[src/design/ple_pkg.sv]
// Types and codes shared by the positional list engine.
`timescale 1ns / 1ps
package ple_pkg;
	typedef logic [2:0]         op_t;
	typedef logic [1:0]         status_t;
	typedef logic signed [31:0] value_t;
	typedef logic signed [15:0] pos_t;
	typedef logic [8:0]         len_t;

	localparam op_t OP_APPEND   = 3'd0;
	localparam op_t OP_INSERT   = 3'd1;
	localparam op_t OP_GET      = 3'd2;
	localparam op_t OP_REMOVE   = 3'd3;
	localparam op_t OP_APPEND_U = 3'd4;
	localparam op_t OP_INSERT_U = 3'd5;
	localparam op_t OP_CLEAR    = 3'd6;

	localparam status_t ST_OK    = 2'd0;
	localparam status_t ST_RANGE = 2'd1;
	localparam status_t ST_DUP   = 2'd2;
	localparam status_t ST_FULL  = 2'd3;
endpackage

[src/design/ple_op_if.sv]
// Operation channel: valid/ready handshake with one operation item.
`timescale 1ns / 1ps
interface ple_op_if;
	import ple_pkg::*;
	logic   valid;
	logic   ready;
	op_t    operation;
	value_t item_value;
	pos_t   position;

	modport source (output valid, output operation, output item_value, output position,
		input ready);
	modport sink (input valid, input operation, input item_value, input position,
		output ready);
endinterface

[src/design/ple_res_if.sv]
// Result channel: valid/ready handshake with one result item.
`timescale 1ns / 1ps
interface ple_res_if;
	import ple_pkg::*;
	logic    valid;
	logic    ready;
	value_t  read_value;
	status_t status;
	len_t    list_length;

	modport source (output valid, output read_value, output status, output list_length,
		input ready);
	modport sink (input valid, input read_value, input status, input list_length,
		output ready);
endinterface

[src/design/ple_ctrl.sv]
// Sequencer: decodes operations and walks the entry memory for scans and shifts.
`timescale 1ns / 1ps
module ple_ctrl #(
	parameter int CAPACITY = 256,
	localparam int AW = $clog2(CAPACITY),
	localparam int CW = $clog2(CAPACITY + 1)
) (
	input  logic            clk,
	input  logic            arst_n,
	ple_op_if.sink          cmd,
	ple_res_if.source       rsp,
	output logic            mem_we,
	output logic [AW-1:0]   mem_waddr,
	output ple_pkg::value_t mem_wdata,
	output logic            mem_re,
	output logic [AW-1:0]   mem_raddr,
	input  ple_pkg::value_t mem_rdata
);
	import ple_pkg::*;

	localparam logic [2:0] S_IDLE = 3'd0;
	localparam logic [2:0] S_GETW = 3'd1;
	localparam logic [2:0] S_SCAN = 3'd2;
	localparam logic [2:0] S_SHUP = 3'd3;
	localparam logic [2:0] S_SHDN = 3'd4;
	localparam logic [2:0] S_DONE = 3'd5;

	logic [2:0]    state_q, state_d;
	logic [CW-1:0] count_q, count_d;
	logic [CW-1:0] rd_q, rd_d;
	logic [CW-1:0] slot_q, slot_d;
	logic [AW-1:0] raddr_s1, raddr_d;
	logic          pend_s1, pend_d;
	logic          dup_q, dup_d;
	op_t           op_q, op_d;
	value_t        val_q, val_d;
	status_t       status_q, status_d;
	value_t        rdval_q, rdval_d;
	logic          rsp_valid_q, rsp_valid_d;
	value_t        rsp_value_q, rsp_value_d;
	status_t       rsp_status_q, rsp_status_d;
	len_t          rsp_len_q, rsp_len_d;

	logic          full;
	logic [15:0]   pos_mag;
	logic [15:0]   count_w;
	logic          in_range;
	logic [CW-1:0] clamp_slot;
	logic [CW-1:0] rd_inc, rd_dec;

	assign full     = (count_q == CW'(CAPACITY));
	assign pos_mag  = {1'b0, cmd.position[14:0]};
	assign count_w  = 16'(count_q);
	assign in_range = !cmd.position[15] && (pos_mag < count_w);
	assign rd_inc   = rd_q + CW'(1);
	assign rd_dec   = rd_q - CW'(1);

	always_comb begin
		if (cmd.position[15]) begin
			clamp_slot = '0;
		end else if (pos_mag > count_w) begin
			clamp_slot = count_q;
		end else begin
			clamp_slot = cmd.position[CW-1:0];
		end
	end

	assign cmd.ready       = (state_q == S_IDLE);
	assign rsp.valid       = rsp_valid_q;
	assign rsp.read_value  = rsp_value_q;
	assign rsp.status      = rsp_status_q;
	assign rsp.list_length = rsp_len_q;

	always_comb begin
		state_d      = state_q;
		count_d      = count_q;
		rd_d         = rd_q;
		slot_d       = slot_q;
		raddr_d      = raddr_s1;
		pend_d       = pend_s1;
		dup_d        = dup_q;
		op_d         = op_q;
		val_d        = val_q;
		status_d     = status_q;
		rdval_d      = rdval_q;
		rsp_valid_d  = rsp_valid_q;
		rsp_value_d  = rsp_value_q;
		rsp_status_d = rsp_status_q;
		rsp_len_d    = rsp_len_q;
		mem_we       = 1'b0;
		mem_waddr    = '0;
		mem_wdata    = val_q;
		mem_re       = 1'b0;
		mem_raddr    = '0;

		if (rsp.ready) begin
			rsp_valid_d = 1'b0;
		end

		case (state_q)
			S_IDLE: begin
				if (cmd.valid) begin
					op_d     = cmd.operation;
					val_d    = cmd.item_value;
					slot_d   = clamp_slot;
					rdval_d  = '0;
					dup_d    = 1'b0;
					pend_d   = 1'b0;
					status_d = ST_OK;
					state_d  = S_DONE;
					case (cmd.operation)
						OP_APPEND: begin
							if (full) begin
								status_d = ST_FULL;
							end else begin
								mem_we    = 1'b1;
								mem_waddr = count_q[AW-1:0];
								mem_wdata = cmd.item_value;
								count_d   = count_q + CW'(1);
							end
						end
						OP_INSERT: begin
							if (full) begin
								status_d = ST_FULL;
							end else begin
								rd_d    = count_q;
								state_d = S_SHUP;
							end
						end
						OP_GET: begin
							if (!in_range) begin
								status_d = ST_RANGE;
							end else begin
								mem_re    = 1'b1;
								mem_raddr = cmd.position[AW-1:0];
								state_d   = S_GETW;
							end
						end
						OP_REMOVE: begin
							if (!in_range) begin
								status_d = ST_RANGE;
							end else begin
								rd_d    = cmd.position[CW-1:0] + CW'(1);
								state_d = S_SHDN;
							end
						end
						OP_APPEND_U, OP_INSERT_U: begin
							rd_d    = '0;
							state_d = S_SCAN;
						end
						OP_CLEAR: begin
							count_d = '0;
						end
						default: begin
						end
					endcase
				end
			end
			S_GETW: begin
				rdval_d = mem_rdata;
				state_d = S_DONE;
			end
			S_SCAN: begin
				if (pend_s1 && (mem_rdata == val_q)) begin
					dup_d = 1'b1;
				end
				if (rd_q < count_q) begin
					mem_re    = 1'b1;
					mem_raddr = rd_q[AW-1:0];
					raddr_d   = rd_q[AW-1:0];
					pend_d    = 1'b1;
					rd_d      = rd_inc;
				end else begin
					pend_d = 1'b0;
					// The last compare lands in the cycle after the last read.
					if (!pend_s1) begin
						state_d = S_DONE;
						if (dup_q) begin
							status_d = ST_DUP;
						end else if (full) begin
							status_d = ST_FULL;
						end else if (op_q == OP_APPEND_U) begin
							mem_we    = 1'b1;
							mem_waddr = count_q[AW-1:0];
							count_d   = count_q + CW'(1);
						end else begin
							rd_d    = count_q;
							state_d = S_SHUP;
						end
					end
				end
			end
			S_SHUP: begin
				// Entries move up one place, highest first; reads stay below writes.
				if (pend_s1) begin
					mem_we    = 1'b1;
					mem_waddr = raddr_s1 + AW'(1);
					mem_wdata = mem_rdata;
				end
				if (rd_q > slot_q) begin
					mem_re    = 1'b1;
					mem_raddr = rd_dec[AW-1:0];
					raddr_d   = rd_dec[AW-1:0];
					pend_d    = 1'b1;
					rd_d      = rd_dec;
				end else begin
					pend_d = 1'b0;
					if (!pend_s1) begin
						mem_we    = 1'b1;
						mem_waddr = slot_q[AW-1:0];
						mem_wdata = val_q;
						count_d   = count_q + CW'(1);
						state_d   = S_DONE;
					end
				end
			end
			S_SHDN: begin
				// Entries move down one place, lowest first; reads stay above writes.
				if (pend_s1) begin
					mem_we    = 1'b1;
					mem_waddr = raddr_s1 - AW'(1);
					mem_wdata = mem_rdata;
				end
				if (rd_q < count_q) begin
					mem_re    = 1'b1;
					mem_raddr = rd_q[AW-1:0];
					raddr_d   = rd_q[AW-1:0];
					pend_d    = 1'b1;
					rd_d      = rd_inc;
				end else begin
					pend_d = 1'b0;
					if (!pend_s1) begin
						count_d = count_q - CW'(1);
						state_d = S_DONE;
					end
				end
			end
			S_DONE: begin
				if (!rsp_valid_q || rsp.ready) begin
					rsp_valid_d  = 1'b1;
					rsp_value_d  = rdval_q;
					rsp_status_d = status_q;
					rsp_len_d    = len_t'(count_q);
					state_d      = S_IDLE;
				end
			end
			default: begin
				state_d = S_IDLE;
			end
		endcase
	end

	always_ff @(posedge clk or negedge arst_n) begin
		if (!arst_n) begin
			state_q     <= S_IDLE;
			count_q     <= '0;
			pend_s1     <= 1'b0;
			rsp_valid_q <= 1'b0;
		end else begin
			state_q     <= state_d;
			count_q     <= count_d;
			pend_s1     <= pend_d;
			rsp_valid_q <= rsp_valid_d;
		end
	end

	always_ff @(posedge clk) begin
		rd_q         <= rd_d;
		slot_q       <= slot_d;
		raddr_s1     <= raddr_d;
		dup_q        <= dup_d;
		op_q         <= op_d;
		val_q        <= val_d;
		status_q     <= status_d;
		rdval_q      <= rdval_d;
		rsp_value_q  <= rsp_value_d;
		rsp_status_q <= rsp_status_d;
		rsp_len_q    <= rsp_len_d;
	end
endmodule

[src/flat_wrapper.sv]
// flat-port wrapper written by rule: the top's interface ports become plain ports
module ple_ctrl_flat import ple_pkg::*;
#(
	parameter int CAPACITY = 256,
	localparam int AW = $clog2(CAPACITY),
	localparam int CW = $clog2(CAPACITY + 1)
)
  (clk, arst_n, mem_we, mem_waddr, mem_wdata, mem_re, mem_raddr, mem_rdata, cmd_valid, cmd_operation, cmd_item_value, cmd_position, cmd_ready, rsp_valid, rsp_read_value, rsp_status, rsp_list_length, rsp_ready);
  ple_op_if cmd_i ();
  ple_res_if rsp_i ();
  input  logic clk;
  input  logic arst_n;
  output logic mem_we;
  output logic [AW-1:0] mem_waddr;
  output ple_pkg::value_t mem_wdata;
  output logic mem_re;
  output logic [AW-1:0] mem_raddr;
  input  ple_pkg::value_t mem_rdata;
  input wire logic [$bits(cmd_i.valid)-1:0] cmd_valid;
  input wire logic [$bits(cmd_i.operation)-1:0] cmd_operation;
  input wire logic [$bits(cmd_i.item_value)-1:0] cmd_item_value;
  input wire logic [$bits(cmd_i.position)-1:0] cmd_position;
  output wire logic [$bits(cmd_i.ready)-1:0] cmd_ready;
  output wire logic [$bits(rsp_i.valid)-1:0] rsp_valid;
  output wire logic [$bits(rsp_i.read_value)-1:0] rsp_read_value;
  output wire logic [$bits(rsp_i.status)-1:0] rsp_status;
  output wire logic [$bits(rsp_i.list_length)-1:0] rsp_list_length;
  input wire logic [$bits(rsp_i.ready)-1:0] rsp_ready;
  assign cmd_i.valid = cmd_valid;
  assign cmd_i.operation = cmd_operation;
  assign cmd_i.item_value = cmd_item_value;
  assign cmd_i.position = cmd_position;
  assign cmd_ready = cmd_i.ready;
  assign rsp_valid = rsp_i.valid;
  assign rsp_read_value = rsp_i.read_value;
  assign rsp_status = rsp_i.status;
  assign rsp_list_length = rsp_i.list_length;
  assign rsp_i.ready = rsp_ready;
  ple_ctrl #(.CAPACITY(CAPACITY)) u_core (.clk(clk), .arst_n(arst_n), .cmd(cmd_i), .rsp(rsp_i), .mem_we(mem_we), .mem_waddr(mem_waddr), .mem_wdata(mem_wdata), .mem_re(mem_re), .mem_raddr(mem_raddr), .mem_rdata(mem_rdata));
endmodule
[config.mk]
export PLATFORM = sky130hd
export DESIGN_NAME = ple_ctrl_flat
export DESIGN_NICKNAME = d
export VERILOG_FILES = /design/src/design/ple_pkg.sv /design/src/design/ple_op_if.sv /design/src/design/ple_res_if.sv /design/src/design/ple_ctrl.sv /design/src/flat_wrapper.sv
export SDC_FILE = /design/constraint.sdc
export NUM_CORES = 1
export LEC_CHECK = 0
export ABC_AREA = 1
export BUFFER_PORTS_ARGS = -buffer_cell sky130_fd_sc_hd__clkbuf_2
export CAP_MARGIN = 10
export CORE_MARGIN = 3
export CORE_UTILIZATION = 40
export CTS_CLUSTER_DIAMETER = 40
export CTS_CLUSTER_SIZE = 30
export DETAILED_ROUTE_END_ITERATION = 12
export GPL_ROUTABILITY_DRIVEN = 1
export PLACE_DENSITY = 0.7
export SLEW_MARGIN = 20
export SYNTH_ARGS = -nofsm -noshare
export SYNTH_HDL_FRONTEND = slang
export SYNTH_SLANG_ARGS = --single-unit
[constraint.sdc]
create_clock -name clk -period 7.03 [get_ports clk]
set_clock_uncertainty 0.1 [all_clocks]
set_input_delay 0.3515 -clock clk [delete_from_list [all_inputs] [get_ports clk]]
set_output_delay 0.3515 -clock clk [all_outputs]
set_load 0.02 [all_outputs]
==> impl_metrics.yaml <==
grt:
  grt_max_degree: 72
  antenna_found_initial: 0
  grt_usage_pct: 23.8
  grt_overflow_total: 0
  grt_first_pass_wirelength_mm: 48.7
  first_global_vias: 8645
route:
  firstDrtPassIters: 5
  via_per_inst: 5.45
  routed_wl_mm: 32.0
  drtIter0Drc: 1041
  vias: 9307
  ant_nets: 0
  route.detailed.drc: 0
  wl_per_cell_um: 18.7
cts:
  post_cts_buffers: 0
  clkTransAtPathRegs_ns: 0.07
  cts_buffers: 17
  cts.sinks: 153
  tritoncts: "yes"
  cts_buffer_depth: 2
  htree_levels: 4
  cts-root-buf: "clkbuf_16"
  clkLatencyLatePin_ns: 0.44
floorplan:
  dieHeight_um: 163
  start_util_pct: 41.4
  dieArea_um2: 26600
  ios: 182
  row_count: 56
  coreArea_um2: 23800
  dieWidth_um: 163
flow_run:
  maxCapViolCount: 0
worst_setup_path:
  crit_path_end_kind: "primary output"
  setup.worst_path.start: "u_core.count_q[4]"
  cp_slowest_stage_delay_ns: 0.99
  path_cells: "inv_1, ha_1, a21oi_1, o21ai_0, nand2_1, nand3_1, o21ai_1, inv_1, nand2_1, clkbuf_2"
  start_kind: "register"
  crit_required_ns: 6.58
  cp.arrival_ns: 4.09
  crit_slowest_cell: "o21ai_1"
  crit_type: "reg -> out"
  path_max_fanout: 23
  r2r_start: "u_core.count_q[4]"
logic_synthesis:
  post-synth-top-area-cell: "edfxtp_1"
  yosysWarnings: 0
  yosys.area_share.simple_pct: 24.5
  synthCells: 1193
  yosys-top-cells-area: "edfxtp_1, nand2_1, nand3_1, inv_1, ha_1"
  syn-cell-area_um2: 9850
  synth.avg_cell_area_um2: 8.26
  synth-edff-count: 139
  synth_nets: 1314
  synthMuxAreaShare_pct: 0
  synth-seq-cells: 153
  synth_xor_area_share_pct: 3.73
  ys_async_sr_fraction_pct: 9.15
  synth_top_area_share_pct: 42.4
  synthAdderAreaFrac_pct: 4.32
  synth_compound_area_share_pct: 12.5
  ys_types: 44
  synth-seq-area-share_pct: 45.9
  ys.flop_type: "edfxtp_1"
  synth_top_family_by_area: "simple AND/OR/NAND/NOR gates"
placed_design:
  routabilityCongestion: 1.01
  place_inst: 1653
  numPortBuffers: 181
  dp_hpwl_mm: 23.5
timing:
  slew_headroom_pct: 25.9
  rsz0062_at_grt: "no"
  hold_viol: 0
  worst_slew_pin_slew_ns: 1.11
  drv_slew: 0
  period_needed_ns: 4.54
  setup_viol: 0
  setup_tns_ns: 0
  timing.final.crit_share_pct: 64.5
  fmax_mhz: 220
layout:
  final_common_cell: "nand2_1"
  syn_to_final_growth_pct: 20.0
  drive_above_1_share_pct: 18.9
  post-route-util_pct: 49.7
  num_antenna_cells: 0
  fin_cells: 1709
  mostFrequentLayoutCells: "nand2_1, clkbuf_2, inv_1"
  layout.nets: 1498
min_path:
  min_from: "cmd_item_value[31]"
  hold_path.class: "in -> reg"
outcome:
  status: "finished, final reports clean"
power:
  leakage_nw: 5.39
  power_density_nw_per_um2: 452
  vdd_ir_drop_max_uv: 197
-- power by group --
group,internal (W),switching (W)
Combinational,0.000756,0.00189
Sequential,0.00148,0.000246
Clock,0.000516,0.000451
Total,0.00275,0.00259
-- metal layers --
| metal | wire length (µm) | GRT usage (%) | up-vias |
|---|---|---|---|
| met5 | 0 | 0 | - |
| met4 | 1160 | 9.50 | 0 |
| met3 | 2410 | 3.87 | 82 |
| met2 | 15000 | 38.0 | 449 |
| met1 | 13500 | 32.4 | 4321 |
| li1 | - | - | 4455 |
-- synthesized netlist by cell type, types with 2 or more instances --
| cell | n |
|---|---|
| nand2_2 | 7 |
| nand4_1 | 28 |
| edfxtp_1 | 139 |
| nor3_1 | 4 |
| nor4_1 | 15 |
| o21ai_0 | 67 |
| a31oi_1 | 4 |
| a21oi_1 | 68 |
| o22ai_1 | 6 |
| xor2_1 | 39 |
| o31ai_1 | 2 |
| clkbuf_1 | 14 |
| inv_4 | 2 |
| nand3_1 | 117 |
| buf_6 | 7 |
| or2_2 | 4 |
| clkinv_1 | 5 |
| o221ai_1 | 7 |
| buf_1 | 5 |
| inv_2 | 10 |
| xnor2_1 | 3 |
| nand2_4 | 2 |
| buf_2 | 19 |
| nor2_4 | 3 |
| nand3_2 | 3 |
| o211ai_1 | 36 |
| nand2_1 | 250 |
| dfrtp_1 | 14 |
| nor2_1 | 93 |
| inv_1 | 152 |
| nand3b_1 | 3 |
| o21ai_1 | 15 |
| nor2_2 | 6 |
| ha_1 | 34 |
-- final timing paths --
path                                            end  cells after the start  slack (ns)
min in group asynchronous         u_core.count_q[1]                      2        0.29
hold / removal                     u_core.val_q[31]                      1        0.01
max in group asynchronous         u_core.count_q[7]                      2        6.21
setup reg to reg                     u_core.rd_q[2]                      9        2.94
hold reg to reg            u_core.rsp.read_value[8]                      0        0.32
setup / recovery                             mem_re                     10        2.49
-- cells by family after synthesis --
kind of cell / Yosys count
adders and majority gates: 34
DFF: 153
AOI/OAI and AO/OA: 212
and+or+nand+nor: 537
xor gates and xnor gates: 42
buffers and inverters: 215
-- critical path, delay by kind of cell (launching register included) --
kind,cells,cell delay (ns)
AOI/OAI and AO/OA,3,1.24
adders and majority gates,1,0.35
buffers and inverters,3,0.54
DFF,1,0.54
and+or+nand+nor,3,0.98
-- state kept, by name, summed over array words and instances (netlist names), 2 cells and up --
name                    count
u_core.count_q              9
u_core.rd_q                 9
u_core.state_q              3
u_core.val_q               32
u_core.rsp.status           2
u_core.slot_q               9
u_core.rsp.list_length      9
u_core.op_q                 3
u_core.status_q             2
u_core.rsp.read_value      32
u_core.rdval_q             32
u_core.raddr_s1             8
-- layout make-up --
type,instances,area (µm²)
clock inverter,15,200
sequential,153,4520
fill,2306,12000
clock buffer,17,425
multi-input combinational,825,4450
inverter,169,639
tap,319,399
timing repair buffer,211,1190
-- stage by stage --
step	total power (W)	hold slack [ns]	instance area (µm²)	worst slack (ns)
finish	0.00534	0.0109	11800	2.49
floorplan	0.00347	-0.0441	9850	3.62
CTS	0.00534	0.00146	11800	2.27
global route	0.00569	0.000462	11800	2.26
detailed placement	0.00435	0.222	11000	2.78
global placement	0.00432	0.215	11000	2.91
-- repair_timing --
item	4_1_cts	5_1_grt
setup endpoints to repair	0	0
hold endpoints to repair	37	0
hold buffers	24	0
resized for setup	0	0
(Power assumes the default switching activity.)
